<file path="src/sv/prf_pkg.sv">
// Package for the Pollard rho factor block
package prf_pkg;
  localparam int unsigned WIDTH_DEF = 32;
  localparam logic STATUS_OK  = 1'b0;
  localparam logic STATUS_BAD = 1'b1;
endpackage

</file>
<file path="src/sv/prf_modmul.sv">
// Bit-serial modular multiply-add: (a*b + c) mod n, one multiplier bit per cycle
module prf_modmul #(
  parameter int unsigned WIDTH = prf_pkg::WIDTH_DEF
) (
  input  logic             clk,
  input  logic             rst_n,
  input  logic             start,
  input  logic [WIDTH-1:0] a,
  input  logic [WIDTH-1:0] b,
  input  logic [WIDTH-1:0] c,
  input  logic [WIDTH-1:0] n,
  output logic             done,
  output logic [WIDTH-1:0] res
);
  localparam int unsigned CW = $clog2(WIDTH + 2);

  logic [WIDTH-1:0] acc_r, acc_nxt, a_r, b_r, c_r, n_r;
  logic [CW-1:0]    cnt_r, cnt_nxt;
  logic             busy_r, busy_nxt, done_r, done_nxt;
  logic [WIDTH:0]   dbl, dsub, add, asub;
  logic [WIDTH-1:0] dred;

  always_comb begin
    dbl  = {acc_r, 1'b0};
    dsub = dbl - {1'b0, n_r};
    dred = dsub[WIDTH] ? dbl[WIDTH-1:0] : dsub[WIDTH-1:0];
    add  = {1'b0, dred} + (b_r[WIDTH-1] ? {1'b0, a_r} : '0);
    asub = add - {1'b0, n_r};
    acc_nxt  = acc_r;
    cnt_nxt  = cnt_r;
    busy_nxt = busy_r;
    done_nxt = 1'b0;
    if (start) begin
      acc_nxt  = '0;
      cnt_nxt  = CW'(WIDTH);
      busy_nxt = 1'b1;
    end else if (busy_r) begin
      if (cnt_r == '0) begin
        add  = {1'b0, acc_r} + {1'b0, c_r};
        asub = add - {1'b0, n_r};
        acc_nxt  = asub[WIDTH] ? add[WIDTH-1:0] : asub[WIDTH-1:0];
        busy_nxt = 1'b0;
        done_nxt = 1'b1;
      end else begin
        acc_nxt = asub[WIDTH] ? add[WIDTH-1:0] : asub[WIDTH-1:0];
        cnt_nxt = cnt_r - 1'b1;
      end
    end
  end

  always_ff @(posedge clk) begin
    if (!rst_n) begin
      busy_r <= 1'b0;
      done_r <= 1'b0;
      cnt_r  <= '0;
    end else begin
      busy_r <= busy_nxt;
      done_r <= done_nxt;
      cnt_r  <= cnt_nxt;
    end
    acc_r <= acc_nxt;
    if (start) begin
      a_r <= a;
      b_r <= b;
      c_r <= c;
      n_r <= n;
    end else if (busy_r && cnt_r != '0) begin
      b_r <= {b_r[WIDTH-2:0], 1'b0};
    end
  end

  assign done = done_r;
  assign res  = acc_r;
endmodule

</file>
<file path="src/sv/pollard_rho_factor_top.sv">
// Top level of the Pollard rho factor block
// Usage:
//   Input channel in_valid/in_stall carries modulus, increment, start_value.
//   Result channel out_valid/out_stall carries factor and status.
//   One item is processed at a time; in_stall is high while busy or while
//   a result waits.
//   Setup reduces x0 and c mod n with a bit-serial shift-subtract. Every round
//   runs three map steps through one bit-serial modular multiplier, then a
//   binary gcd that takes one shift or subtract step a cycle, plus the GINIT,
//   GFIN and CHK states for setup and check. The round count grows with the
//   square root of the smallest factor of n. A modulus below two gives
//   status 1 and factor 0 on the cycle after the item is taken.
//   Reset clears the controller; no item is in flight afterwards.
//   When out_stall is high the result holds on the ports until taken.
module pollard_rho_factor_top #(
  parameter int unsigned WIDTH = prf_pkg::WIDTH_DEF
) (
  input  logic             clk,
  input  logic             rst_n,
  input  logic             in_valid,
  output logic             in_stall,
  input  logic [WIDTH-1:0] in_modulus,
  input  logic [WIDTH-1:0] in_increment,
  input  logic [WIDTH-1:0] in_start_value,
  output logic             out_valid,
  input  logic             out_stall,
  output logic [WIDTH-1:0] out_factor,
  output logic             out_status
);
  import prf_pkg::*;

  localparam int unsigned CW = $clog2(WIDTH + 2);
  localparam int unsigned SW = $clog2(WIDTH + 1);

  typedef enum logic [9:0] {
    S_IDLE  = 10'b0000000001,
    S_RED   = 10'b0000000010,
    S_MS    = 10'b0000000100,
    S_MF1   = 10'b0000001000,
    S_MF2   = 10'b0000010000,
    S_GINIT = 10'b0000100000,
    S_GCD   = 10'b0001000000,
    S_GFIN  = 10'b0010000000,
    S_CHK   = 10'b0100000000,
    S_OUT   = 10'b1000000000
  } state_t;

  state_t           st_r, st_nxt;
  logic [WIDTH-1:0] n_r, c_r, slow_r, fast_r, fact_r;
  logic             stat_r, sel_r;
  logic [WIDTH-1:0] rem_r;
  logic [WIDTH-1:0] quo_r;
  logic [CW-1:0]    cnt_r;
  logic [WIDTH-1:0] ga_r, gb_r;
  logic [SW-1:0]    sh_r;
  logic             acc;

  logic             mm_start, mm_done;
  logic [WIDTH-1:0] mm_a, mm_res;
  logic [WIDTH:0]   rsh, rsub;

  assign acc = in_valid && !in_stall;
  assign in_stall = (st_r != S_IDLE);
  assign out_valid = (st_r == S_OUT);
  assign out_factor = fact_r;
  assign out_status = stat_r;

  always_comb begin
    rsh  = {rem_r, quo_r[WIDTH-1]};
    rsub = rsh - {1'b0, n_r};
  end

  always_comb begin
    mm_a = slow_r;
    if (st_r == S_MF1 || st_r == S_MF2) mm_a = fast_r;
  end

  prf_modmul #(.WIDTH(WIDTH)) u_mul (
    .clk(clk), .rst_n(rst_n), .start(mm_start),
    .a(mm_a), .b(mm_a), .c(c_r), .n(n_r), .done(mm_done), .res(mm_res)
  );

  logic mm_kick_r;
  assign mm_start = mm_kick_r;

  always_comb begin
    st_nxt = st_r;
    case (st_r)
      S_IDLE:  if (acc) st_nxt = (in_modulus < WIDTH'(2)) ? S_OUT : S_RED;
      S_RED:   if (cnt_r == '0 && sel_r) st_nxt = S_MS;
      S_MS:    if (mm_done) st_nxt = S_MF1;
      S_MF1:   if (mm_done) st_nxt = S_MF2;
      S_MF2:   if (mm_done) st_nxt = S_GINIT;
      S_GINIT: st_nxt = S_GCD;
      S_GCD:   if (gb_r == '0) st_nxt = S_GFIN;
      S_GFIN:  st_nxt = S_CHK;
      S_CHK:   st_nxt = (ga_r > WIDTH'(1)) ? S_OUT : S_MS;
      S_OUT:   if (!out_stall) st_nxt = S_IDLE;
      default: st_nxt = S_IDLE;
    endcase
  end

  always_ff @(posedge clk) begin
    if (!rst_n) begin
      st_r      <= S_IDLE;
      mm_kick_r <= 1'b0;
    end else begin
      st_r      <= st_nxt;
      mm_kick_r <= (st_r == S_RED && cnt_r == '0 && sel_r) ||
                   (st_r == S_MS && mm_done) || (st_r == S_MF1 && mm_done) ||
                   (st_r == S_CHK && !(ga_r > WIDTH'(1)));
    end
    case (st_r)
      S_IDLE: if (acc) begin
        n_r    <= in_modulus;
        c_r    <= in_increment;
        quo_r  <= in_start_value;
        rem_r  <= '0;
        cnt_r  <= CW'(WIDTH);
        sel_r  <= 1'b0;
        fact_r <= '0;
        stat_r <= (in_modulus < WIDTH'(2)) ? STATUS_BAD : STATUS_OK;
      end
      S_RED: begin
        if (cnt_r == '0) begin
          if (!sel_r) begin
            slow_r <= rem_r;
            fast_r <= rem_r;
            quo_r  <= c_r;
            rem_r  <= '0;
            cnt_r  <= CW'(WIDTH);
            sel_r  <= 1'b1;
          end else begin
            c_r <= rem_r;
          end
        end else begin
          rem_r <= rsub[WIDTH] ? rsh[WIDTH-1:0] : rsub[WIDTH-1:0];
          quo_r <= {quo_r[WIDTH-2:0], 1'b0};
          cnt_r <= cnt_r - 1'b1;
        end
      end
      S_MS:  if (mm_done) slow_r <= mm_res;
      S_MF1: if (mm_done) fast_r <= mm_res;
      S_MF2: if (mm_done) fast_r <= mm_res;
      S_GINIT: begin
        ga_r <= n_r;
        gb_r <= (fast_r >= slow_r) ? fast_r - slow_r : slow_r - fast_r;
        sh_r <= '0;
      end
      S_GCD: if (gb_r != '0) begin
        if (!ga_r[0] && !gb_r[0]) begin
          ga_r <= ga_r >> 1;
          gb_r <= gb_r >> 1;
          sh_r <= sh_r + 1'b1;
        end else if (!ga_r[0]) begin
          ga_r <= ga_r >> 1;
        end else if (!gb_r[0]) begin
          gb_r <= gb_r >> 1;
        end else if (ga_r > gb_r) begin
          ga_r <= gb_r;
          gb_r <= (ga_r - gb_r) >> 1;
        end else begin
          gb_r <= (gb_r - ga_r) >> 1;
        end
      end
      S_GFIN: ga_r <= ga_r << sh_r;
      S_CHK: if (ga_r > WIDTH'(1)) fact_r <= ga_r;
      default: ;
    endcase
  end
endmodule

</file>
<file path="config.mk">
export PLATFORM = sky130hd
export DESIGN_NAME = pollard_rho_factor_top
export DESIGN_NICKNAME = d
export VERILOG_FILES = /design/src/sv/prf_pkg.sv /design/src/sv/prf_modmul.sv /design/src/sv/pollard_rho_factor_top.sv
export SDC_FILE = /design/constraint.sdc
export NUM_CORES = 2
export LEC_CHECK = 0
export BUFFER_PORTS_ARGS = -buffer_cell sky130_fd_sc_hd__buf_4
export CAP_MARGIN = 20
export CORE_MARGIN = 3
export CORE_UTILIZATION = 25
export CTS_CLUSTER_SIZE = 10
export DETAILED_ROUTE_END_ITERATION = 8
export GPL_TIMING_DRIVEN = 0
export MAX_ROUTING_LAYER = met4
export SYNTH_ARGS = -nofsm -noshare
export SYNTH_HDL_FRONTEND = slang
export SYNTH_SLANG_ARGS = --single-unit
</file>
<file path="constraint.sdc">
create_clock -name clk -period 18.04 [get_ports clk]
set_input_delay 2.706 -clock clk [delete_from_list [all_inputs] [get_ports clk]]
set_output_delay 2.706 -clock clk [all_outputs]
set_load 0.005 [all_outputs]
</file>
Word-level counts from Yosys, hierarchy flattened
Cells that the tools add are included.
W data, S select, Z words.

word-level totals
  word-level logic and storage cells = 192
  register bits = 481
  input port bits = 100

cells by class
  shift-type cells = 1
  bitwise operators = 3
  equality and inequality tests = 30
  reduce and logical (&&, ||, !) cells = 47
  order comparisons = 4
  mux-type cells = 69
  add/subtract/negate cells = 13

operators by type and width
  cell                   number
  $mux W32               31
  $pmux W32 S2           7
  $sub A33 B32 Y33       4
  $sub A32 B32 Y32       4
  $pmux W10 S10          1
  $pmux W32 S3           1
  $mux W10               9
  $mux W31               2
  $mux W6                8
  $add A32 B32 Y33       1
  $add A32 B33 Y33       1
  $ge A32 B32 Y1         1
  $gt A32 B1 Y1 const B  1
  $gt A32 B32 Y1         1
  $logic_not A32 Y1      1
  $lt A32 B2 Y1 const B  1
  $reduce_bool A32 Y1    1
  $shl A32 B6 Y32        1
  $pmux W6 S2            2
  $ne A2 B2 Y1 const B   10
  $reduce_and A4 Y1      4
  $reduce_and A3 Y1      5
  $reduce_bool A2 Y1     7
  $logic_not A6 Y1       2
  other kinds (28)       61

Depth between registers and ports, before layout
  depth in word-level cells = 7
  mapped depth = 37
  depth with buffers taken out = 35

Cells and area by module
From an unflattened synthesis, not the netlist that was laid out.

second synthesis, totals
  cell total of the unflattened synthesis = 4369
  area, all modules = 39711.8 um^2

modules (own cells, without submodules)
  module                  cells an instance  area an instance (um^2)  instances
  pollard_rho_factor_top  2747               24571.1                  1
  prf_modmul              1622               15140.8                  1

Worst setup path after synthesis
OpenSTA, ideal clock, no wires.

  kind = flip-flop to flip-flop
  start point = register u_mul.n_r[0]
  end point = register u_mul.acc_r[10], in the netlist u_mul.res[10]
  arrival = 7663 ps
  slack = 10248 ps
  cell stages (with the launch flop) = 38
  cell sequence = edfxtp_1 inv_1 fa_1 a21o_1 a221oi_2 o22ai_1 o21ai_1 nor3_1 nor3_2 o31ai_1 a21oi_2 xnor2_2 clkbuf_1 and2_1 ha_1 fa_1 a211oi_1 nor2_1 [2 not listed] a21o_1 a21oi_1 o21bai_1 a21oi_1 xnor2_1 ha_1 inv_1 nor3_1 a22o_1 o41ai_4 o211ai_2 and4_4 a211oi_4 xnor2_4 buf_6 mux2_4 o21ai_1 o21ai_1

on the way
  word-level cells in the longest chain between the ends = 6
  elaborated cells between the ends (all ways) = 8
  classes of those cells = 4 x add/sub; 4 x mux

RTL lines
  item                    RTL line          text
  start, declared         prf_modmul.sv:17  logic [WIDTH-1:0] acc_r, acc_nxt, a_r, b_r, c_r, n_r;
  start signal, assigned  prf_modmul.sv:66  n_r <= n;
  $sub A33 B32 Y33        prf_modmul.sv:25  dsub = dbl - {1'b0, n_r};
  $mux W32                prf_modmul.sv:26  dred = dsub[WIDTH] ? dbl[WIDTH-1:0] : dsub[WIDTH-1:0];
  $add A32 B33 Y33        prf_modmul.sv:27  add = {1'b0, dred} + (b_r[WIDTH-1] ? {1'b0, a_r} : '0);
  $sub A33 B32 Y33        prf_modmul.sv:28  asub = add - {1'b0, n_r};
  $mux W32                prf_modmul.sv:45  acc_nxt = asub[WIDTH] ? add[WIDTH-1:0] : asub[WIDTH-1:0];
  $mux W32 *              prf_modmul.sv:38  if (cnt_r == '0) begin
  end signal, assigned    prf_modmul.sv:61  acc_r <= acc_nxt;
  end, declared           prf_modmul.sv:17

Mark *: on every way between the ends. The rest lies on a longest branch, timed or not.
A chain may end at the register's enable or synchronous reset.

Worst setup path after layout
  start point = register u_mul.n_r[5]
  end point = register u_mul.acc_r[1], in the netlist u_mul.res[1]

Same word-level chain as after synthesis.

==> impl_metrics.ini <==
[outcome]
status = finished clean

[final_layout]
nFillCells = 16629
finalNetCount = 4971
syn_to_final_growth_pct = 13.8
drive_gt1_frac = 0.0976

[synthesis]
netlist_top_cells_area = edfxtp_1 33%, ha_1 10%, a21oi_1 4.7%, nand2_1 4.3%, mux2i_1 3.7%
synth_top_area_frac = 0.328
synth_xor_area_frac = 0.0524
yosys.area_share.simple = 0.144
yosysUniqueCellTypes = 102
yosys.area_share.adder = 0.108
synth_ff_type = edfxtp_1
yosysSeqAreaShare = 0.354
synth_top_family_by_area = compound AO/OA/AOI/OAI gates
synth_compound_area_frac = 0.205
syn-num-nets = 4768
syn_area_per_cell_um2 = 9.09
postSynthCellCount = 4334
synth_warnings = 0
synthArstFlopShare = 0
ys_seq_elements = 481
yosysTopAreaCell = edfxtp_1
synth-edff-count = 430
muxShareOfSynthArea = 0.0900
syn_area_mm2 = 0.0394

[sta]
setup_viol = 0
period_needed_ns = 9.59
layout_setup_ws_ns = 8.45
rsz0062_at_grt = no
finalHoldViolCount = 0
fin_crit_sh = 0.532
worstMarginPinSlew_ns = 0.995
finalClockSkew_ns = 0.0184
hold_ws_ns = 0.447
finalMaxSlewViolations = 0
max_freq_mhz = 104
finalSetupTns_ns = 0
maxSlewHeadroom = 0.333

[grt]
grt_pass1_vias = 33150
globalRoute.totalOverflow = 0
grt_usage = 0.181
grt_max_degree = 56
grt_pass1_wl_mm = 216
antenna_found_initial = 2

[placement]
place.gp.congestion = 0.992
dp_slack_ns = 8.52
hpwl_mm = 121
portBuffers = 134

[route]
drt_iter0_drc = 3370
via_per_inst = 5.26
wl_mm = 149
ant_nets = 0
detail_route.wl_per_cell_um = 22.5
firstDrtPassIters = 7
drcViolationCount = 0
num_vias = 34899

[critical_path]
crit_arrival_ns = 10.08
startpoint_type = flop
startpoint = u_mul.n_r[5]
ff2ff_setup_slack_ns = 8.45
crit_slowest_cell = fa_1
max_stage_delay_ns = 0.49
r2r_start = u_mul.n_r[5]
crit_path_max_fanout = 10
worstSetupPathType = flop to flop
rr_endpoint = u_mul.res[1]
rr_worst_depth = 36
crit_end = u_mul.res[1]
crit_required_ns = 18.53
cpMostUsedCell = ha_1
crit_path_end_kind = flop

[die]
dieWidth_um = 403
core_mm2 = 0.156
die_h_um = 403
start_util = 0.252
die_area_mm2 = 0.162
io_pins = 135
row_count = 145

[power]
vdd_drop_max_v = 0.000137
powerDensity_mw_per_mm2 = 182
p_leak_nw = 18.1

[clocking]
postCtsHoldBufs = 0
cts-resized-gates = 0
cts_buffers = 55
worst_skew_pair.late_latency_ns = 0.63
h-tree-depth = 2
cts_root_buf = clkbuf_16
clockBufferDepth = 3
clk_pin_slew_ns = 0.06
post_cts_buffers = 0
numClockSinks = 481
cts_tree = built

[min_path]
hp-class = flop to flop
hp-start = c_r[19]

[job]
cap_violations = 0
==> worst min path at each step <==
stage	cells past startpoint	slack [ns]	endpoint
after global placement	0	0.43	u_mul.c_r[19]
after global routing	0	0.45	u_mul.c_r[19]
final	0	0.45	u_mul.c_r[19]
after floorplan	0	0.43	u_mul.c_r[10]
after detailed placement	0	0.44	u_mul.c_r[19]
after CTS	0	0.45	u_mul.c_r[19]
==> cell usage in the layout (no fill, tap or decap), types with 75 or more instances in the layout <==
master and n:
a21o_1 140, a21oi_1 370, buf_4 137, clkbuf_1 180, edfxtp_1 430, ha_1 324
inv_1 266, mux2_2 118, mux2i_1 146, nand2_1 446, nor2_1 312, nor3_1 82
o21ai_0 292, xnor2_1 154, xor2_1 75
==> synth_stat cells, types with 84 or more instances <==
| cell | n |
|---|---|
| a21o_1 | 140 |
| a21oi_1 | 371 |
| clkbuf_1 | 155 |
| edfxtp_1 | 430 |
| ha_1 | 324 |
| inv_1 | 266 |
| mux2_2 | 118 |
| mux2i_1 | 146 |
| nand2_1 | 447 |
| nor2_1 | 312 |
| nor3_1 | 84 |
| o21ai_0 | 292 |
| xnor2_1 | 154 |
==> state kept, by name, summed over array words and instances (netlist names), 6 cells and up <==
name / cells
st_r: 10
u_mul.res: 32
cnt_r: 6
sh_r: 6
c_r: 32
u_mul.b_r: 32
u_mul.a_r: 32
ga_r: 32
u_mul.cnt_r: 6
out_factor: 32
u_mul.n_r: 32
slow_r: 32
u_mul.c_r: 32
fast_r: 32
gb_r: 32
n_r: 32
quo_r: 32
rem_r: 32
==> cells by family (layout without fill, tap and decap cells) <==
logic type               Yosys count  after routing
AO/OA/AOI/OAI                   1274           1274
XOR/XNOR                         232            232
adder cells (fa/ha/maj)          334            334
buffers and inverters            475            709
flip-flops                       481            481
multiplexers                     312            312
other                              0              4
AND/OR/NAND/NOR                 1226           1226
==> layout make-up <==
type	instances	area (µm²)	share of cell area
inverters	269	1010	0.0225
flip-flops and latches	481	13900	0.311
multi-input cells	3378	23700	0.527
clock inverters	5	21.3	0.000474
diodes	4	10.0	0.000223
well taps	2058	2570	0.0574
plain buffers	206	877	0.0196
clock buffers	83	1530	0.0342
repair buffers	146	1240	0.0276
==> metal layers <==
metal | wire length, µm | up-vias | track usage
li1 | - | 16305 | -
met1 | 62500 | 16651 | 0.232
met2 | 64600 | 1580 | 0.274
met3 | 12000 | 363 | 0.0241
met4 | 9950 | 0 | 0.102
met5 | 0 | - | -
==> worst max-delay path, delay by kind of cell, from the launching register on <==
family,cells,cell delay [ns]
buffers and inverters,4,1.20
AOI/OAI and AO/OA,17,4.00
muxes,1,0.31
adders and majority gates,4,1.47
DFF,1,0.35
and+or+nand+nor,7,1.30
xor gates and xnor gates,3,0.77
==> metrics by stage <==
step	area, µm²	utilization	power, mW	cells
after floorplan	39400	-	5.58	4334
after global placement	43000	0.275	6.94	6526
after detailed placement	43300	0.277	6.99	6537
after CTS	44800	0.287	8.07	6625
after global routing	44900	0.287	8.69	6629
final	44900	0.287	8.15	6630
==> power by group <==
| group | leakage (nW) | internal, mW | switching (mW) | total [mW] |
|---|---|---|---|---|
| Sequential | 4.39 | 1.54 | 0.334 | 1.87 |
| Combinational | 13.0 | 2.18 | 3.06 | 5.24 |
| Clock | 0.752 | 0.576 | 0.461 | 1.04 |
| Total | 18.1 | 4.29 | 3.86 | 8.15 |
Note: power is estimated with default switching activity, not from simulation.
